==> src/sv/aci_pkg.sv <==
// Shared types and constants for the table interpolator.
package aci_pkg;

   localparam int RAW_W    = 12;
   localparam int TEMP_W   = 16;
   localparam int IDX_W    = 5;
   localparam int OUT_W    = 24;
   localparam int FS_W     = 17;
   localparam int SCALE_SH = 8;
   localparam int DRAW_W   = RAW_W + 1;
   localparam int DV_W     = TEMP_W + 1;
   localparam int PROD_W   = DRAW_W + DV_W;
   localparam int NUM_W    = PROD_W + SCALE_SH;
   localparam int SUM_W    = NUM_W + 2;

   localparam logic REQ_LOAD    = 1'b0;
   localparam logic REQ_CONVERT = 1'b1;

   typedef struct packed {
      logic                     valid;
      logic                     found;
      logic                     direct;
      logic [RAW_W-1:0]         sample;
      logic [RAW_W-1:0]         prev_raw;
      logic signed [TEMP_W-1:0] prev_temp;
      logic [RAW_W-1:0]         lo_raw;
      logic signed [TEMP_W-1:0] lo_temp;
      logic [RAW_W-1:0]         hi_raw;
      logic signed [TEMP_W-1:0] hi_temp;
   } probe_type;

endpackage

==> src/sv/aci_cell.sv <==
// One breakpoint cell: holds an entry and passes the search probe on.
module aci_cell #(
   parameter int  FULL_SCALE = 4095,
   parameter bit  IS_FIRST   = 1'b0,
   parameter bit  IS_LAST    = 1'b0
) (
   input  logic                             clock,
   input  logic                             reset,
   input  logic                             wr_en,
   input  logic [aci_pkg::RAW_W-1:0]        wr_raw,
   input  logic signed [aci_pkg::TEMP_W-1:0] wr_temp,
   input  logic [aci_pkg::RAW_W-1:0]        next_raw,
   input  logic signed [aci_pkg::TEMP_W-1:0] next_temp,
   output logic [aci_pkg::RAW_W-1:0]        own_raw,
   output logic signed [aci_pkg::TEMP_W-1:0] own_temp,
   input  aci_pkg::probe_type               probe_in,
   output aci_pkg::probe_type               probe_out
);

   logic [aci_pkg::RAW_W-1:0]         raw_ff;
   logic signed [aci_pkg::TEMP_W-1:0] temp_ff;
   aci_pkg::probe_type                probe_ff, probe_in_next;
   logic                              hit, direct;

   always_ff @(posedge clock) begin
      if (wr_en) begin
         raw_ff  <= wr_raw;
         temp_ff <= wr_temp;
      end
   end

   assign own_raw  = raw_ff;
   assign own_temp = temp_ff;

   assign hit    = probe_in.valid && !probe_in.found && ((raw_ff >= probe_in.sample) || IS_LAST);
   assign direct = (raw_ff == probe_in.sample)
                 || ({{(aci_pkg::FS_W-aci_pkg::RAW_W){1'b0}}, raw_ff} >= aci_pkg::FS_W'(FULL_SCALE));

   always_comb begin
      probe_in_next           = probe_in;
      probe_in_next.prev_raw  = raw_ff;
      probe_in_next.prev_temp = temp_ff;
      if (hit) begin
         probe_in_next.found  = 1'b1;
         probe_in_next.direct = direct;
         if (direct) begin
            probe_in_next.lo_raw  = raw_ff;
            probe_in_next.lo_temp = temp_ff;
            probe_in_next.hi_raw  = raw_ff;
            probe_in_next.hi_temp = temp_ff;
         end else if (IS_FIRST) begin
            probe_in_next.lo_raw  = raw_ff;
            probe_in_next.lo_temp = temp_ff;
            probe_in_next.hi_raw  = next_raw;
            probe_in_next.hi_temp = next_temp;
         end else begin
            probe_in_next.lo_raw  = probe_in.prev_raw;
            probe_in_next.lo_temp = probe_in.prev_temp;
            probe_in_next.hi_raw  = raw_ff;
            probe_in_next.hi_temp = temp_ff;
         end
      end
   end

   always_ff @(posedge clock) begin
      if (reset) begin
         probe_ff <= '0;
      end else begin
         probe_ff <= probe_in_next;
      end
   end

   assign probe_out = probe_ff;

endmodule

==> config.mk <==
export PLATFORM = sky130hd
export DESIGN_NAME = aci_cell
export DESIGN_NICKNAME = d
export VERILOG_FILES = /design/src/sv/aci_pkg.sv /design/src/sv/aci_cell.sv
export SDC_FILE = /design/constraint.sdc
export NUM_CORES = 1
export LEC_CHECK = 0
export BUFFER_PORTS_ARGS = -buffer_cell sky130_fd_sc_hd__buf_2
export CORE_MARGIN = 2
export CORE_UTILIZATION = 44
export CTS_CLUSTER_SIZE = 16
export DETAILED_ROUTE_END_ITERATION = 10
export GPL_ROUTABILITY_DRIVEN = 0
export GPL_TIMING_DRIVEN = 0
export PLACE_DENSITY_LB_ADDON = 0.1
export SYNTH_ARGS = -nofsm -noshare
export SYNTH_HDL_FRONTEND = slang
export SYNTH_SLANG_ARGS = --single-unit
==> constraint.sdc <==
create_clock -name clock -period 2.66 [get_ports clock]
set_input_delay 0.133 -clock clock [delete_from_list [all_inputs] [get_ports clock]]
set_output_delay 0.133 -clock clock [all_outputs]
set_load 0.1 [all_outputs]
==> metrics, run 1 <==
combinational power share=0.282; initial core utilization=0.447; worst reg2reg path startpoint=own_raw[11]; CTS clk-pin slew, worst paths=0.05 ns; final worst-path cycle share=0.930; crit path max fanout=10; Pins Over Slew Limit=0; H-tree depth=4; Final nets=~900; Final min period=roughly 2.5 ns; Worst-Margin Slew=0.761 ns; largest net degree at the start of global routing=29; Compound-Gate Fraction of Synth Area=0.0934; Post-Synth Adder-Cell Area=0.0297; clock sink count=between 100 and 150; Mapped Area=roughly 0.0051 mm2; IO Port Bufs=between 200 and 300; initial antenna violation count=0; FF/Latch Area=0.00282 mm2; RSZ-0062 raised after global routing=false; worst-skew pair later-pin latency=around 0.41 ns; hold path cells=3; DR pass1 iterations=4; fillers=slightly below 900; min-delay src=probe_in[46]; drt wl/cell=roughly 17 um; First DRT Iteration DRCs=198; CTS tree=built; Crit. End Element=flop; Critical Path RT=2.96 ns; post-synth net total=589; HP Class=input port to flop; Clk pwr share=0.356; area leader, netlist=dfxtp_1; Root Driver=clkbuf_16; placed cells=between 800 and 900; P per Cell Area=~800 mW/mm2; Net Sw Frac=0.358; Max clock buf depth=2; mux share of post-synthesis cell area=0.138; sequential share of power=0.363; DRT Wirelength=between 15 and 20 mm; ANT cells=0; area grow syn2layout=50.9%; leak pwr=3.86 nW; GR Overflow Total=0; Mapped Cells=approximately 420; Setup TNS=0 ns; Internal Power=3.87 mW; status=completed; final hold vios=0; hold slack=between 0.008 and 0.009 ns; post-synthesis xor/xnor area fraction=0; MaxCap Viol Count=0; hpwl dp=10.9 mm; Total GRT Usage=0.255; Switch Pwr=2.16 mW; Crit Path Category=flop to flop; core area=between 0.01 and 0.015 mm2; peak supply drop=between 500 and 600 uV; Synth area leaders=dfxtp_1 (39%), edfxtp_1 (17%), mux2_4 (8.3%), nor2b_1 (7.2%), mux2i_1 (5.5%); cts bufs inserted=17; Reg2Reg Depth=8; Die Area=around 0.012 mm2; fin worst setup slack=0.187 ns; synth unique cells=30; Die Wd=between 100 and 150 um; final instance area=about 0.0076 mm2; Die Y=approximately 110 um; max frequency=roughly 400 MHz; Yosys warning count=0; Worst Clk Skew=roughly 0.0063 ns; syn avg cell area=~12 um2; data arrival time of the critical path=~2.8 ns; DR DRC count=0; area post-placement=around 0.0065 mm2; largest family of logic cells by synthesized area=multiplexers; multi-input logic area=around 0.0018 mm2; Core Rows=39; share of cells above drive strength 1=0.466; top-area cell type share of the netlist area=0.392; Final setup viols=0; first-pass GRT wire length=between 20 and 25 mm; final instance count without filler cells=between 900 and 1000; number of global-route vias before repair=~4600; DR vias/cell=between 4 and 5; DR vias=between 4000 and 5000; Synth Area in Simple Gates=0.0986; register area share after synthesis=0.558; Antenna Violating Nets Remaining=0; Critical Path Start=own_raw[11]; Setup WS pre-CTS=0.124 ns; Startpoint Class=flop; I/O Pins=around 290; FF+latch count, synth=between 100 and 150; Slew headroom=0.493
-- per-layer routing --
metal | vias up | routed length [um] | global-route usage
met3 | 29 | 1070 | 0.0782
met2 | 187 | 7730 | 0.443
met1 | 2024 | 6210 | 0.288
met5 | - | 0 | 0
met4 | 0 | 371 | 0.113
li1 | 2114 | - | -
-- sequential cells by signal, summed over array words and instances (netlist names) --
name / count
own_raw: 12
probe_out: 99
own_temp: 16
-- synthesized netlist by cell type --
cell,count
buf_2,5
nand2_1,2
and4_4,1
and3_4,1
and4_1,2
o21a_1,1
buf_6,5
edfxtp_1,28
ha_1,12
dfxtp_1,99
or3_1,1
a31oi_1,1
buf_4,29
o21ai_0,2
o21ai_1,1
clkbuf_1,16
a21oi_2,1
and2_1,1
o41ai_1,29
o2111ai_1,1
buf_1,2
a21oi_1,33
nand4_1,3
inv_1,13
mux2_4,28
nor2b_1,58
mux2i_1,28
nor3_1,1
a21o_1,1
nor2_1,14
-- path summary, 6_finish.rpt --
kind | slack [ns] | endpoint
max | 0.19 | probe_out[24]
max reg2reg | 0.19 | probe_out[24]
min reg2reg | 0.57 | probe_out[66]
min | 0.009 | probe_out[46]
-- metrics by stage --
step / total power, mW / util
after floorplan: 3.54 / -
after global placement: 3.84 / 0.576
after detailed placement: 3.86 / 0.576
after CTS: 6.06 / 0.675
after global routing: 6.22 / 0.675
final: 6.04 / 0.675
-- area by class of cell --
cell class	count	share of cell area
clock inverter	6	0.00393
tap	143	0.0234
multi-input combinational	222	0.239
inverter	13	0.00639
buffer	56	0.0478
clock buffer	25	0.0690
sequential	127	0.370
timing repair buffer	312	0.241
-- power groups by stage --
stage	Sequential (mW)	Clock, mW	Combinational, mW
2_1_floorplan	3.00	0	0.541
3_3_place_gp	2.22	0	1.62
3_5_place_dp	2.23	0	1.63
4_1_cts	2.19	2.17	1.70
5_1_grt	2.20	2.26	1.77
6_report	2.19	2.15	1.70
-- kinds of logic (layout without fill, tap and decap cells) --
kind of cell	after synthesis	count (layout)
flops	127	127
simple gates	84	84
compound gates	70	70
buf+inv	70	412
mux	56	56
fa+ha+maj	12	12
-- repair_timing --
| item | 4_1_cts | 5_1_grt |
|---|---|---|
| setup buffers | 0 | 0 |
| hold buffers | 56 | 0 |
| resized for setup | 0 | 3 |
| setup endpoints to repair | 0 | 13 |
| endpoints found under the hold margin | 56 | 0 |
-- cell usage in the layout (no fill, tap or decap), types with 2 or more instances in the layout --
master           n
buf_2          261
ha_1            12
dfxtp_1         99
inv_1           13
edfxtp_1        28
buf_4           29
nor2_1          14
nand2_1          2
clkbuf_1        16
clkbuf_2         2
nor2b_1         58
nand4_1          3
clkbuf_16       18
mux2i_1         28
dlygate4sd3_1   56
clkinv_2         3
a21oi_1         33
and4_1           2
mux2_4          28
clkbuf_8         5
buf_6            5
o41ai_1         29
clkinv_1         2
o21ai_0          2
-- worst max-delay path: stages (launching register included) --
cell and delay [ns]:
edfxtp_1 0.52, ha_1 0.39, and4_4 0.25, o2111ai_1 0.14, a21oi_1 0.25, or3_1 0.14
buf_2 0.15, buf_6 0.21, mux2_4 0.31
Note: power is estimated with default switching activity, not from simulation.
==> inputs of run 2 (changes only) <==
Clock period 2.66 ns to 2.3 ns, I/O delays scaled along.
==> run 2 against run 1 <==
Against the previous run: register-to-register slack worse by 0.13 ns; final cell count is 3.7% higher; core utilization is 3.3 points higher; count of clock-buffer cells in the layout stayed put; via count is 3.2% higher; worst hold slack hardly changed; sequential cell count stayed put; sequential share of layout area is 1.7 points lower; largest power group unchanged.
==> metrics, run 2 (synthesized netlist as in run 1, its figures left out) <==
status=completed; combinational power share=0.292 (+0.010); drt wl/cell=17.3 um (+1.4%); most frequent cells in the layout=buf_2 (260), dfxtp_1 (99), dlygate4sd3_1 (78); Slew headroom=0.494 (+0.00118); data arrival time of the critical path=2.54 ns (-0.23 ns); CTS tree=built; initial antenna violation count=0 (unchanged); Reg2Reg Depth=8 (unchanged); first-pass GRT wire length=25.3 mm (+3.7%); I/O Pins=285 (unchanged); crit path max fanout=10 (unchanged); largest net degree at the start of global routing=29 (unchanged); H-tree depth=4 (unchanged); peak supply drop=608 uV (+19%); ANT cells=0 (unchanged); share of cells above drive strength 1=0.470 (+0.00328); Internal Power=4.54 mW (+17%); cts bufs inserted=17 (unchanged); slowest stage cell, crit path=edfxtp_1; Total GRT Usage=0.266 (+0.0107); Net Sw Frac=0.359 (+0.000649); Startpoint Class=flop; Final nets=952 (+3.6%); Clk pwr share=0.353 (-0.003); most common cell after layout, fill and taps aside=buf_2; Die Area=0.0124 mm2 (unchanged); Worst-Margin Slew=0.759 ns (-0.00178 ns); CTS clk-pin slew, worst paths=0.05 ns (about the same); Switch Pwr=2.54 mW (+17%); HP Class=input port to flop; DR DRC count=0 (unchanged); DR pass1 iterations=4 (unchanged); DR vias=4495 (+3.2%); Final min period=2.24 ns (-0.231 ns); Final setup viols=0 (unchanged); Antenna Violating Nets Remaining=0 (unchanged); worst path cell trace=ha_4 -> and4_4 -> o2111ai_1 -> a21oi_2 -> or3_1 -> buf_6 -> buf_12 -> mux2_4; core area=0.0113 mm2 (unchanged); max reg flops=99 (unchanged); DR vias/cell=4.80 (-0.40%); Pwr Total=7.08 mW (+17%); fin worst setup slack=0.0582 ns (-0.129 ns); Pins Over Slew Limit=0 (unchanged); Core Rows=39 (unchanged); Critical Path Start=own_raw[9]; Root Driver=clkbuf_16; P per Cell Area=883 mW/mm2 (+12%); final hold vios=0 (unchanged); worst reg2reg path startpoint=own_raw[9]; Setup WS pre-CTS=-0.236 ns (-0.360 ns); hpwl dp=10.9 mm (unchanged); worst setup path endpoint=probe_out[24]; Critical Path RT=2.60 ns (-0.36 ns); Largest stage delay, worst path=0.47 ns (-0.05 ns); leak pwr=4.02 nW (+4.2%); Worst Clk Skew=0.00659 ns (+0.000321 ns); Die Y=111 um (unchanged); MaxCap Viol Count=0 (unchanged); Crit Path Category=flop to flop; initial core utilization=0.447 (unchanged); reg2reg end=probe_out[24]; worst-skew pair later-pin latency=0.42 ns (about the same); fillers=857 (-2.5%); sequential share of power=0.356 (-0.007); clock sink count=127 (unchanged); First DRT Iteration DRCs=208 (+5.1%); IO Port Bufs=256 (unchanged); final worst-path cycle share=0.975 (+0.0451); GR Overflow Total=0 (unchanged); max frequency=446 MHz (+10%); Max clock buf depth=2 (unchanged); reg-to-reg slack, setup=0.06 ns (-0.13 ns); number of global-route vias before repair=4784 (+3.3%); Crit. End Element=flop; Die Wd=111 um (unchanged); DRT Wirelength=16.2 mm (+5.1%); area grow syn2layout=58.4%
==> run 2: changes by cell type in the layout (fill, tap and decap cells not counted), moves of 2 or more <==
cell,previous run,this run
ha_1,12,10
ha_4,0,2
a21oi_1,33,30
a21oi_2,1,4
buf_6,5,3
buf_4,29,41
clkbuf_1,16,14
buf_12,0,3
dlygate4sd3_1,56,78
==> run 2: metrics by stage <==
| stage | utilization | setup TNS [ns] | instance area (um2) | std cells | hold slack (ns) |
|---|---|---|---|---|---|
| final | 0.708 | 0 | 8020 | 937 | 0.00940 |
| after global routing | 0.708 | -0.00578 | 8020 | 937 | 0.0206 |
| after CTS | 0.700 | 0 | 7920 | 934 | 0.00335 |
| after detailed placement | 0.576 | -7.14 | 6520 | 818 | 0.293 |
| after global placement | 0.576 | -4.01 | 6520 | 818 | 0.293 |
| after floorplan | - | 0 | 5060 | 419 | 0.198 |
==> run 2: final cells by class <==
cell class / count / area [um2] / area share
buffer: 55 / 398 / 0.0496
timing repair buffer: 346 / 2150 / 0.268
tap: 143 / 179 / 0.0223
inverter: 13 / 48.8 / 0.00609
clock buffer: 25 / 527 / 0.0657
multi-input combinational: 222 / 1860 / 0.232
sequential: 127 / 2820 / 0.352
clock inverter: 6 / 30.0 / 0.00375
==> run 2: critical path: cells and delay by family, from the launching register on <==
kind | cells | cell delay (ns)
AO/OA/AOI/OAI | 2 | 0.36
adder cells (fa/ha/maj) | 1 | 0.32
multiplexers | 1 | 0.30
AND/OR/NAND/NOR | 2 | 0.39
buffers and inverters | 2 | 0.29
flip-flops | 1 | 0.47
==> run 2: worst min-delay path by stage <==
stage	from	slack, ns	end	depth (start not counted)
2_1_floorplan	reset	0.20	probe_out[71]	1
3_5_place_dp	wr_raw[7]	0.29	own_raw[7]	1
5_1_grt	probe_in[69]	0.02	probe_out[41]	3
4_1_cts	probe_in[69]	0.003	probe_out[41]	3
6_report	probe_in[76]	0.009	probe_out[48]	3
3_3_place_gp	wr_raw[5]	0.29	own_raw[5]	1
==> run 2: repair_timing <==
item / CTS / global route
pin swaps: 0 / 5
setup buffers: 8 / 4
endpoints found under the setup margin: 58 / 53
hold endpoints to repair: 68 / 0
resized for setup: 4 / 20
hold buffers: 78 / 0
==> run 2: power groups by stage <==
| stage | clock [mW] | combinational [mW] | sequential (mW) |
|---|---|---|---|
| after floorplan | 0 | 0.626 | 3.46 |
| after CTS | 2.51 | 2.03 | 2.52 |
| after detailed placement | 0 | 1.89 | 2.58 |
| after global routing | 2.61 | 2.14 | 2.53 |
| final | 2.50 | 2.06 | 2.52 |
| after global placement | 0 | 1.87 | 2.57 |
==> run 2: metal layers <==
| metal | vias to the layer above | part of all wire | wire (um) | global-route usage |
|---|---|---|---|---|
| met5 | - | 0 | 0 | 0 |
| met4 | 0 | 0.020 | 316 | 0.111 |
| met3 | 24 | 0.069 | 1120 | 0.0809 |
| met2 | 197 | 0.52 | 8340 | 0.471 |
| met1 | 2098 | 0.40 | 6400 | 0.295 |
| li1 | 2176 | - | - | - |
