===== src/sv/aci_pkg.sv =====
// Shared types and constants for the table interpolator.
package aci_pkg;

   localparam int RAW_W    = 12;
   localparam int TEMP_W   = 16;
   localparam int IDX_W    = 5;
   localparam int OUT_W    = 24;
   localparam int FS_W     = 17;
   localparam int SCALE_SH = 8;
   localparam int DRAW_W   = RAW_W + 1;
   localparam int DV_W     = TEMP_W + 1;
   localparam int PROD_W   = DRAW_W + DV_W;
   localparam int NUM_W    = PROD_W + SCALE_SH;
   localparam int SUM_W    = NUM_W + 2;

   localparam logic REQ_LOAD    = 1'b0;
   localparam logic REQ_CONVERT = 1'b1;

   typedef struct packed {
      logic                     valid;
      logic                     found;
      logic                     direct;
      logic [RAW_W-1:0]         sample;
      logic [RAW_W-1:0]         prev_raw;
      logic signed [TEMP_W-1:0] prev_temp;
      logic [RAW_W-1:0]         lo_raw;
      logic signed [TEMP_W-1:0] lo_temp;
      logic [RAW_W-1:0]         hi_raw;
      logic signed [TEMP_W-1:0] hi_temp;
   } probe_type;

endpackage


===== src/sv/aci_divider.sv =====
// Restoring divider, one quotient bit per cycle, unsigned magnitudes.
module aci_divider (
   input  logic                            clock,
   input  logic                            reset,
   input  logic                            start,
   input  logic [aci_pkg::NUM_W-1:0]       dividend,
   input  logic [aci_pkg::DRAW_W-1:0]      divisor,
   output logic                            done,
   output logic [aci_pkg::NUM_W-1:0]       quotient
);

   localparam int CNT_W = $clog2(aci_pkg::NUM_W + 1);

   logic [aci_pkg::NUM_W-1:0]  quo_ff, quo_in;
   logic [aci_pkg::DRAW_W:0]   rem_ff, rem_in, rem_sh;
   logic [aci_pkg::DRAW_W-1:0] div_ff;
   logic [CNT_W-1:0]           cnt_ff, cnt_in;
   logic                       run_ff, run_in, done_ff, done_in;

   assign rem_sh = {rem_ff[aci_pkg::DRAW_W-1:0], quo_ff[aci_pkg::NUM_W-1]};

   always_comb begin
      quo_in  = quo_ff;
      rem_in  = rem_ff;
      cnt_in  = cnt_ff;
      run_in  = run_ff;
      done_in = 1'b0;
      if (start) begin
         quo_in = dividend;
         rem_in = '0;
         cnt_in = CNT_W'(aci_pkg::NUM_W);
         run_in = 1'b1;
      end else if (run_ff) begin
         if (rem_sh >= {1'b0, div_ff}) begin
            rem_in = rem_sh - {1'b0, div_ff};
            quo_in = {quo_ff[aci_pkg::NUM_W-2:0], 1'b1};
         end else begin
            rem_in = rem_sh;
            quo_in = {quo_ff[aci_pkg::NUM_W-2:0], 1'b0};
         end
         cnt_in = cnt_ff - 1'b1;
         if (cnt_ff == CNT_W'(1)) begin
            run_in  = 1'b0;
            done_in = 1'b1;
         end
      end
   end

   always_ff @(posedge clock) begin
      if (start) div_ff <= divisor;
      quo_ff <= quo_in;
      rem_ff <= rem_in;
      if (reset) begin
         cnt_ff  <= '0;
         run_ff  <= 1'b0;
         done_ff <= 1'b0;
      end else begin
         cnt_ff  <= cnt_in;
         run_ff  <= run_in;
         done_ff <= done_in;
      end
   end

   assign done     = done_ff;
   assign quotient = quo_ff;

endmodule


===== config.mk =====
export PLATFORM = sky130hd
export DESIGN_NAME = aci_divider
export DESIGN_NICKNAME = d
export VERILOG_FILES = /design/src/sv/aci_pkg.sv /design/src/sv/aci_divider.sv
export SDC_FILE = /design/constraint.sdc
export NUM_CORES = 1
export LEC_CHECK = 0
export BUFFER_PORTS_ARGS = -buffer_cell sky130_fd_sc_hd__buf_2
export CAP_MARGIN = 20
export CORE_MARGIN = 2
export CORE_UTILIZATION = 40
export DETAILED_ROUTE_END_ITERATION = 10
export GPL_TIMING_DRIVEN = 0
export PLACE_DENSITY = 0.64
export SYNTH_ARGS = -nofsm -noshare
export SYNTH_HDL_FRONTEND = slang
export SYNTH_SLANG_ARGS = --single-unit

===== constraint.sdc =====
create_clock -name clock -period 2.9 [get_ports clock]
set_input_delay 0.145 -clock clock [delete_from_list [all_inputs] [get_ports clock]]
set_output_delay 0.145 -clock clock [all_outputs]
set_load 0.005 [all_outputs]

==> impl_metrics.toml, run 1 <==
[route]
drt_pass1_iterations = 4
vias = 2760
wl_per_cell_um = 14.7
postRouteAntennaNets = 0
drc = 0
wl_mm = 7.97
avgViaCountPerCell = 5.09
dr.first_iter.drc_count = 97

[clocking]
clk_latency_ns = 0.35
cts_buffers = 9
clockBufferDepth = 2
cts_sinks = 72
cts_tree = "yes"
clock-root-buffer = "clkbuf_8"
htreeDepth = 3
clk_pin_slew_ns = 0.09

[pwr]
power_frac_comb = 0.210
seq_power_share = 0.446
internal_power_mw = 2.09
leakage_nw = 1.97
power_switching_mw = 0.760
switching_share = 0.267
ir_drop_mv = 0.292
clockPowerShare = 0.343
cellPowerDensity_mw_per_mm2 = 604

[synth]
synth_area_leaders = "edfxtp_1 41%, mux2_2 11%, dfxtp_1 11%"
synthArstFlopShare = 0
syn-num-nets = 378
synth_top_area_cell = "edfxtp_1"
synth.most_common_cell = "edfxtp_1"
synthCells = 308
synth_flop_cell = "edfxtp_1"
ys_seq_area_frac = 0.524
yosys_register_bits = 72
syn_area_mm2 = 0.00373
synth_edf_count = 51
synth.distinct_cells = 52
postSynthAreaPerCell_um2 = 12.1
synth_top_area_frac = 0.411
synth_commonest_cells = "51 x edfxtp_1, 38 x mux2_2, 21 x dfxtp_1"
yosys_warnings = 0

[setup_path]
rr_startpoint = "quotient[37]$_DFFE_PP_"
r2r_cells = 10
cp.arrival_ns = 2.80
reg2reg_to = "quotient[0]$_DFFE_PP_"
endpoint_kind = "flip-flop"
critPathMaxFanout = 4
rrSetupSlack_ns = 0.21
worstSetupPathType = "flip-flop to flip-flop"
required_ns = 3.02
critPathLaunchType = "flip-flop"

[cells_and_area]
area_delta_synth_final_pct = 26.8
fin_area_mm2 = 0.00472
final_layout_size_suffix_gt1_frac = 0.394
nets = 496
antenna_cells = 0
final_cells = 542

[floorplan]
die_area_mm2 = 0.0101
dieHeight_um = 101
io-pin-count = 93
num_rows = 35
initial_core_util = 0.407
die_w_um = 101
coreArea_mm2 = 0.00915

[global_route]
grt_pass1_wl_mm = 12.9
grt_usage = 0.164
overflow = 0
met1_usage = 0.230
top_usage_layer = "met2"
antenna_found_initial = 0
grt_max_degree = 39
met2_usage = 0.250
grt_pass1_vias = 2644
grt.met3_usage = 0.0347

[job]
max-cap-violations = 0

[hold_path]
min_to = "quotient[21]$_DFFE_PP_"
worstHoldStart = "dividend[21]"
worstHoldPathCells = 2
hold_class = "input port to flip-flop"

[timing]
finalClockSkew_ns = 0.0152
fmax_ghz = 0.372
min_period_over_period = 0.926
hold_viol_final = 0
period_minus_slack_ns = 2.69
maxSlewViolCount = 0
setup_violations = 0
worst_pin_slew_ns = 0.907
max-slew-margin-rel = 0.393

[run_status]
status = "finished, final reports clean"

[place]
place_area_mm2 = 0.00432
gp_congestion = 0.787
dpl.cell_count = 510
detailed_place_hpwl_mm = 5.69
numPortBuffers = 91
[state kept, by name (all words and copies together) (netlist names)]
name / count
quotient: 38
div_ff: 13
rem_ff: 13
cnt_ff: 6
done: 1
run_ff: 1
[worst max-delay path, cell delays in order, from the launching register on]
cell	delay [ns]
edfxtp_1	0.45
inv_1	0.09
ha_1	0.16
inv_1	0.06
fa_1	0.44
a211oi_2	0.24
o21ai_1	0.16
a21oi_2	0.23
a21o_1	0.22
nand2_1	0.12
mux2_2	0.30
[placed cells by master, fill, tap and decap left out, drive strengths merged, types with 7 or more instances in the layout]
| master | netlist | routed |
|---|---|---|
| a21oi | 15 | 15 |
| a311oi | 12 | 12 |
| buf | 6 | 100 |
| clkbuf | 11 | 21 |
| dfxtp | 21 | 21 |
| dlygate4sd3 | 0 | 13 |
| edfxtp | 51 | 51 |
| ha | 15 | 15 |
| inv | 20 | 22 |
| mux2 | 38 | 38 |
| nand2 | 10 | 10 |
| nand3 | 16 | 16 |
| nor2 | 16 | 16 |
| nor3 | 7 | 7 |
| o21ai | 14 | 14 |
| xnor2 | 8 | 8 |
[layout make-up]
type                    instances  area, um2
flip-flops and latches         72       1950
plain buffers                  17        131
well taps                     111        139
fillers                       814       4430
inverters                      20       75.1
clock buffers                  10        128
multi-input cells             199       1580
repair buffers                107        608
clock inverters                 6        115
[power by group through the flow]
stage / clock network, mW / logic [mW] / registers, mW
3_3_place_gp: 0 / 0.570 / 1.29
5_1_grt: 1.05 / 0.671 / 1.29
4_1_cts: 1.00 / 0.596 / 1.27
3_5_place_dp: 0 / 0.579 / 1.30
2_1_floorplan: 0 / 0.394 / 1.29
6_report: 0.980 / 0.600 / 1.27
[cells by family after synthesis]
kind of cell	Yosys count	synth area share
flip-flops	72	0.524
AND/OR/NAND/NOR	68	0.0937
AO/OA/AOI/OAI	62	0.121
multiplexers	40	0.120
buffers and inverters	37	0.0554
adder cells (fa/ha/maj)	16	0.0557
XOR/XNOR	13	0.0306
[metal layers]
layer / routed length (um) / up-vias
met3: 261 / 4
met4: 67 / 0
met1: 3820 / 1309
met5: 0 / -
li1: - / 1401
met2: 3820 / 46
[metrics by stage]
stage                     utilization  TNS (ns)  setup slack (ns)  total power, mW  hold slack (ns)
final                           0.516         0             0.214             2.85           0.0835
after global routing            0.516   -0.0192          -0.00990             3.01           0.0678
after CTS                       0.513         0            0.0689             2.87           0.0733
after detailed placement        0.472         0            0.0775             1.88            0.323
after global placement          0.472         0            0.0679             1.86            0.321
after floorplan                     -         0             0.470             1.69            0.244
[worst max path at each step]
| stage | startpoint | to | cells past startpoint |
|---|---|---|---|
| final | quotient[37]$_DFFE_PP_ | quotient[0]$_DFFE_PP_ | 10 |
| after global routing | quotient[37]$_DFFE_PP_ | quotient[0]$_DFFE_PP_ | 10 |
| after CTS | quotient[37]$_DFFE_PP_ | quotient[0]$_DFFE_PP_ | 10 |
| after detailed placement | quotient[37]$_DFFE_PP_ | quotient[0]$_DFFE_PP_ | 10 |
| after global placement | quotient[37]$_DFFE_PP_ | quotient[0]$_DFFE_PP_ | 10 |
| after floorplan | quotient[37]$_DFFE_PP_ | quotient[0]$_DFFE_PP_ | 10 |
[repair_timing]
item,4_1_cts,5_1_grt
gates resized for setup,0,2
endpoints found under the setup margin,0,14
hold buffers,13,0
buffers inserted,0,3
hold endpoints to repair,13,0
Note: power is estimated with default switching activity, not from simulation.
==> run 2: changes to the inputs <==
==> constraint.sdc (replaced) <==
create_clock -name clock -period 3 [get_ports clock]
set_input_delay 0.15 -clock clock [delete_from_list [all_inputs] [get_ports clock]]
set_output_delay 0.15 -clock clock [all_outputs]
set_load 0.005 [all_outputs]
==> impl_metrics.toml, run 2 (synthesis results as in run 1) <==
[run_status]
status = "finished, final reports clean"

[timing]
setup_violations = 0
setup_ws_ns = 0.283
hold_viol_final = 0
min_period_over_period = 0.906
period_minus_slack_ns = 2.72
fmax_ghz = 0.368
finalClockSkew_ns = 0.0162
holdWs_ns = 0.0891
setup-tns-final_ns = 0
rsz0062_at_grt = "false"
worst_pin_slew_ns = 0.907
maxSlewViolCount = 0
max-slew-margin-rel = 0.393

[clocking]
clk_latency_ns = 0.35
clockBufferDepth = 2
clk_pin_slew_ns = 0.09
cts_buffers = 9
cts_tree = "yes"
htreeDepth = 3
cts_sinks = 72
clock-root-buffer = "clkbuf_8"

[setup_path]
critPathLaunchType = "flip-flop"
critPathMaxFanout = 4
cp.arrival_ns = 2.83
required_ns = 3.12
worstSetupPathType = "flip-flop to flip-flop"
endpoint_kind = "flip-flop"

[cells_and_area]
largest_reg_flops = 38
area_delta_synth_final_pct = 26.6
fillers = 815
layout_common_cells = "92 x buf_2, 51 x edfxtp_1, 38 x mux2_2"
nets = 496
final_layout_size_suffix_gt1_frac = 0.392
antenna_cells = 0
layout_commonest_cell = "buf_2"

[global_route]
grt_usage = 0.164
grt_max_degree = 39
grt_pass1_vias = 2644
overflow = 0
grt_pass1_wl_mm = 12.9
antenna_found_initial = 0

[route]
drc = 0
vias = 2757
avgViaCountPerCell = 5.09
postRouteAntennaNets = 0
drt_pass1_iterations = 4
dr.first_iter.drc_count = 94
wl_mm = 7.97
wl_per_cell_um = 14.7

[floorplan]
dieHeight_um = 101
initial_core_util = 0.407
num_rows = 35
die_area_mm2 = 0.0101
die_w_um = 101
io-pin-count = 93
coreArea_mm2 = 0.00915

[hold_path]
hold_class = "input port to flip-flop"

[pwr]
cellPowerDensity_mw_per_mm2 = 584
ir_drop_mv = 0.280
leakage_nw = 1.97

[place]
gp_congestion = 0.787
pre_cts_slack_ns = 0.177
detailed_place_hpwl_mm = 5.69
numPortBuffers = 91

[job]
max-cap-violations = 0
==> run 2: per-stage QoR <==
stage	instances	total power [mW]	cell area, um2	util
finish	542	2.75	4720	0.516
global route	542	2.91	4720	0.516
CTS	539	2.78	4700	0.513
detailed placement	510	1.81	4320	0.472
global placement	510	1.80	4320	0.472
floorplan	308	1.63	3730	-
==> run 2: timing repair <==
action | in CTS | in global routing
setup buffers | 0 | 3
hold buffers | 13 | 0
endpoints found under the hold margin | 13 | 0
setup endpoints to repair | 0 | 12
resized for setup | 0 | 1
==> run 2: report_power, final <==
group | total [mW] | switching, mW | internal [mW] | leakage (nW)
clock | 0.945 | 0.387 | 0.559 | 0.117
sequential | 1.23 | 0.0543 | 1.18 | 0.683
combinational | 0.578 | 0.292 | 0.286 | 1.17
==> run 2: final cells by class <==
| cell class | count | area [um2] | area share |
|---|---|---|---|
| multi-input combinational | 199 | 1570 | 0.333 |
| inverter | 20 | 75.1 | 0.0159 |
| clock inverter | 6 | 115 | 0.0244 |
| sequential | 72 | 1950 | 0.414 |
| tap | 111 | 139 | 0.0294 |
| buffer | 17 | 131 | 0.0278 |
| clock buffer | 10 | 128 | 0.0270 |
| timing repair buffer | 107 | 608 | 0.129 |
==> run 2: path summary, 6_finish.rpt <==
| kind | startpoint | endpoint | slack [ns] | depth (start not counted) |
|---|---|---|---|---|
| setup / recovery | quotient[37]$_DFFE_PP_ | quotient[0]$_DFFE_PP_ | 0.28 | 10 |
| hold / removal | dividend[21] | quotient[21]$_DFFE_PP_ | 0.09 | 2 |
| setup reg to reg | quotient[37]$_DFFE_PP_ | quotient[0]$_DFFE_PP_ | 0.28 | 10 |
| hold reg to reg | rem_ff[10]$_SDFFE_PP0P_ | rem_ff[10]$_SDFFE_PP0P_ | 0.51 | 2 |
==> run 2: per-layer routing <==
layer	routed length [um]	share of wire	vias up	GRT usage
met5	0	0	-	0
met4	67	0.0084	0	0.0611
met3	266	0.033	4	0.0347
met2	3820	0.48	45	0.250
met1	3820	0.48	1306	0.230
li1	-	-	1402	-
==> run 2: critical path, stage by stage (launching register included) <==
cell      delay [ns]
edfxtp_1        0.45
inv_1           0.09
ha_1            0.16
inv_1           0.06
fa_1            0.42
a211oi_1        0.27
o21ai_1         0.17
a21oi_2         0.23
a21o_1          0.22
nand2_1         0.12
mux2_2          0.30
==> run 3: changes to the inputs <==
--- a/config.mk
+++ b/config.mk
@@ -8,10 +8,10 @@
 export BUFFER_PORTS_ARGS = -buffer_cell sky130_fd_sc_hd__buf_2
 export CAP_MARGIN = 20
 export CORE_MARGIN = 2
-export CORE_UTILIZATION = 40
+export CORE_UTILIZATION = 53
 export DETAILED_ROUTE_END_ITERATION = 10
 export GPL_TIMING_DRIVEN = 0
-export PLACE_DENSITY = 0.64
+export PLACE_DENSITY = 0.81
 export SYNTH_ARGS = -nofsm -noshare
 export SYNTH_HDL_FRONTEND = slang
 export SYNTH_SLANG_ARGS = --single-unit
==> impl_metrics.toml, run 3 (synthesis results as in run 1) <==
[timing]
period_minus_slack_ns = 2.78
fmax_ghz = 0.359
hold_viol_final = 0
setup_ws_ns = 0.217
maxSlewViolCount = 0
finalClockSkew_ns = 0.00904
setup-tns-final_ns = 0
worst_pin_slew_ns = 0.903
max-slew-margin-rel = 0.396
rsz0062_at_grt = "false"
min_period_over_period = 0.928
setup_violations = 0

[floorplan]
io-pin-count = 93
initial_core_util = 0.548
dieHeight_um = 87.8
die_area_mm2 = 0.00772
die_w_um = 87.8
coreArea_mm2 = 0.00679
num_rows = 30

[global_route]
overflow = 0
antenna_found_initial = 0
grt_pass1_wl_mm = 12.7
met1_usage = 0.266
top_usage_layer = "met2"
met2_usage = 0.355
grt.met3_usage = 0.0547
grt_pass1_vias = 2803
grt_max_degree = 39
grt_usage = 0.214

[place]
gp_congestion = 0.833
detailed_place_hpwl_mm = 5.88
pre_cts_slack_ns = 0.228
numPortBuffers = 91

[setup_path]
critPathMaxFanout = 4
reg2reg_to = "quotient[0]$_DFFE_PP_"
rr_startpoint = "quotient[37]$_DFFE_PP_"
critical_path_buf_inv_count = 2
path_common_cell = "inv_1"
worstSetupPathType = "flip-flop to flip-flop"
r2r_cells = 10
rrSetupSlack_ns = 0.22
required_ns = 3.09
endpoint_kind = "flip-flop"
critPathLaunchType = "flip-flop"
cp_slowest_stage_delay_ns = 0.43
slowest_stage = "edfxtp_1"
crit_family = "compound AO/OA/AOI/OAI gates"
cp.arrival_ns = 2.88
cp_cell_sequence = "inv_1 > ha_1 > inv_1 > fa_1 > a211oi_1 > o21ai_0 > a21oi_2 > a21o_1 > nand2_1 > mux2_2"

[clocking]
cts_sinks = 72
postCtsResizedCells = 0
clockBufferDepth = 2
clk_pin_slew_ns = 0.08
htreeDepth = 3
cts_tree = "yes"
clk_latency_ns = 0.35
clock-root-buffer = "clkbuf_8"
cts_buffers = 9

[pwr]
internal_power_mw = 1.85
switching_share = 0.284
ir_drop_mv = 0.341
p_total_mw = 2.58
leakage_nw = 1.93
seq_power_share = 0.478
cellPowerDensity_mw_per_mm2 = 557
clockPowerShare = 0.298
power_frac_comb = 0.224
power_switching_mw = 0.731

[hold_path]
worstHoldStart = "dividend[12]"
min_to = "quotient[12]$_DFFE_PP_"
worstHoldPathCells = 2
hold_class = "input port to flip-flop"

[route]
postRouteAntennaNets = 0
dr.first_iter.drc_count = 230
drt_pass1_iterations = 5
wl_mm = 8.14
wl_per_cell_um = 15.5
vias = 2886
avgViaCountPerCell = 5.51
drc = 0

[cells_and_area]
largest_reg_flops = 38
nets = 493
area_delta_synth_final_pct = 24.2
layout_common_cells = "92 x buf_2, 51 x edfxtp_1, 38 x mux2_2"
antenna_cells = 0
final_layout_size_suffix_gt1_frac = 0.388
layout_commonest_cell = "buf_2"

[run_status]
status = "finished, final reports clean"

[job]
max-cap-violations = 0
run 3: cell types whose count changed in the layout (fill, tap and decap cells not counted):
cell,previous run,this run
clkinv_2,0,1
bufinv_16,3,1
clkinvlp_4,1,2
buf_4,4,1
o21ai_1,8,7
o21ai_0,6,7
run 3: worst reg2reg max path, cell delays in order (launching register included):
cell	delay, ns
edfxtp_1	0.43
inv_1	0.08
ha_1	0.16
inv_1	0.05
fa_1	0.41
a211oi_1	0.24
o21ai_0	0.21
a21oi_2	0.26
a21o_1	0.25
nand2_1	0.14
mux2_2	0.31
run 3: what timing repair did:
action	in CTS	in global routing
hold buffers	13	0
endpoints found under the hold margin	13	0
setup buffers	0	0
run 3: routing by layer:
layer  share of wire  vias to the layer above
li1                -                     1389
met2            0.51                      104
met4           0.024                        0
met1            0.41                     1372
met3           0.057                       21
met5               0                        -
run 3: stage by stage:
stage / area, um2 / util / std cells / hold slack [ns]
6_report: 4630 / 0.681 / 524 / 0.101
5_1_grt: 4630 / 0.681 / 524 / 0.0858
4_1_cts: 4630 / 0.681 / 524 / 0.0900
3_5_place_dp: 4300 / 0.634 / 495 / 0.329
3_3_place_gp: 4300 / 0.633 / 495 / 0.327
2_1_floorplan: 3730 / - / 308 / 0.249
run 3: worst max-delay path by stage:
stage | to | depth (start not counted) | slack (ns) | start
final | quotient[0]$_DFFE_PP_ | 10 | 0.22 | quotient[37]$_DFFE_PP_
after global routing | quotient[0]$_DFFE_PP_ | 10 | 0.008 | quotient[37]$_DFFE_PP_
after CTS | quotient[0]$_DFFE_PP_ | 10 | 0.20 | quotient[37]$_DFFE_PP_
after detailed placement | quotient[0]$_DFFE_PP_ | 10 | 0.23 | quotient[37]$_DFFE_PP_
after global placement | quotient[0]$_DFFE_PP_ | 10 | 0.25 | quotient[37]$_DFFE_PP_
after floorplan | quotient[0]$_DFFE_PP_ | 10 | 0.57 | quotient[37]$_DFFE_PP_
run 3: power by group through the flow:
stage | Combinational [mW] | Clock, mW | Sequential, mW
global placement | 0.541 | 0 | 1.25
global route | 0.635 | 0.823 | 1.24
floorplan | 0.380 | 0 | 1.25
finish | 0.578 | 0.767 | 1.23
CTS | 0.577 | 0.784 | 1.23
detailed placement | 0.561 | 0 | 1.25
run 3: area by class of cell:
cell class	count	area, um2
buffer	17	131
clock buffer	10	128
clock inverter	6	67.6
fill	521	2160
inverter	20	75.1
multi-input combinational	199	1570
sequential	72	1950
tap	96	120
timing repair buffer	104	586
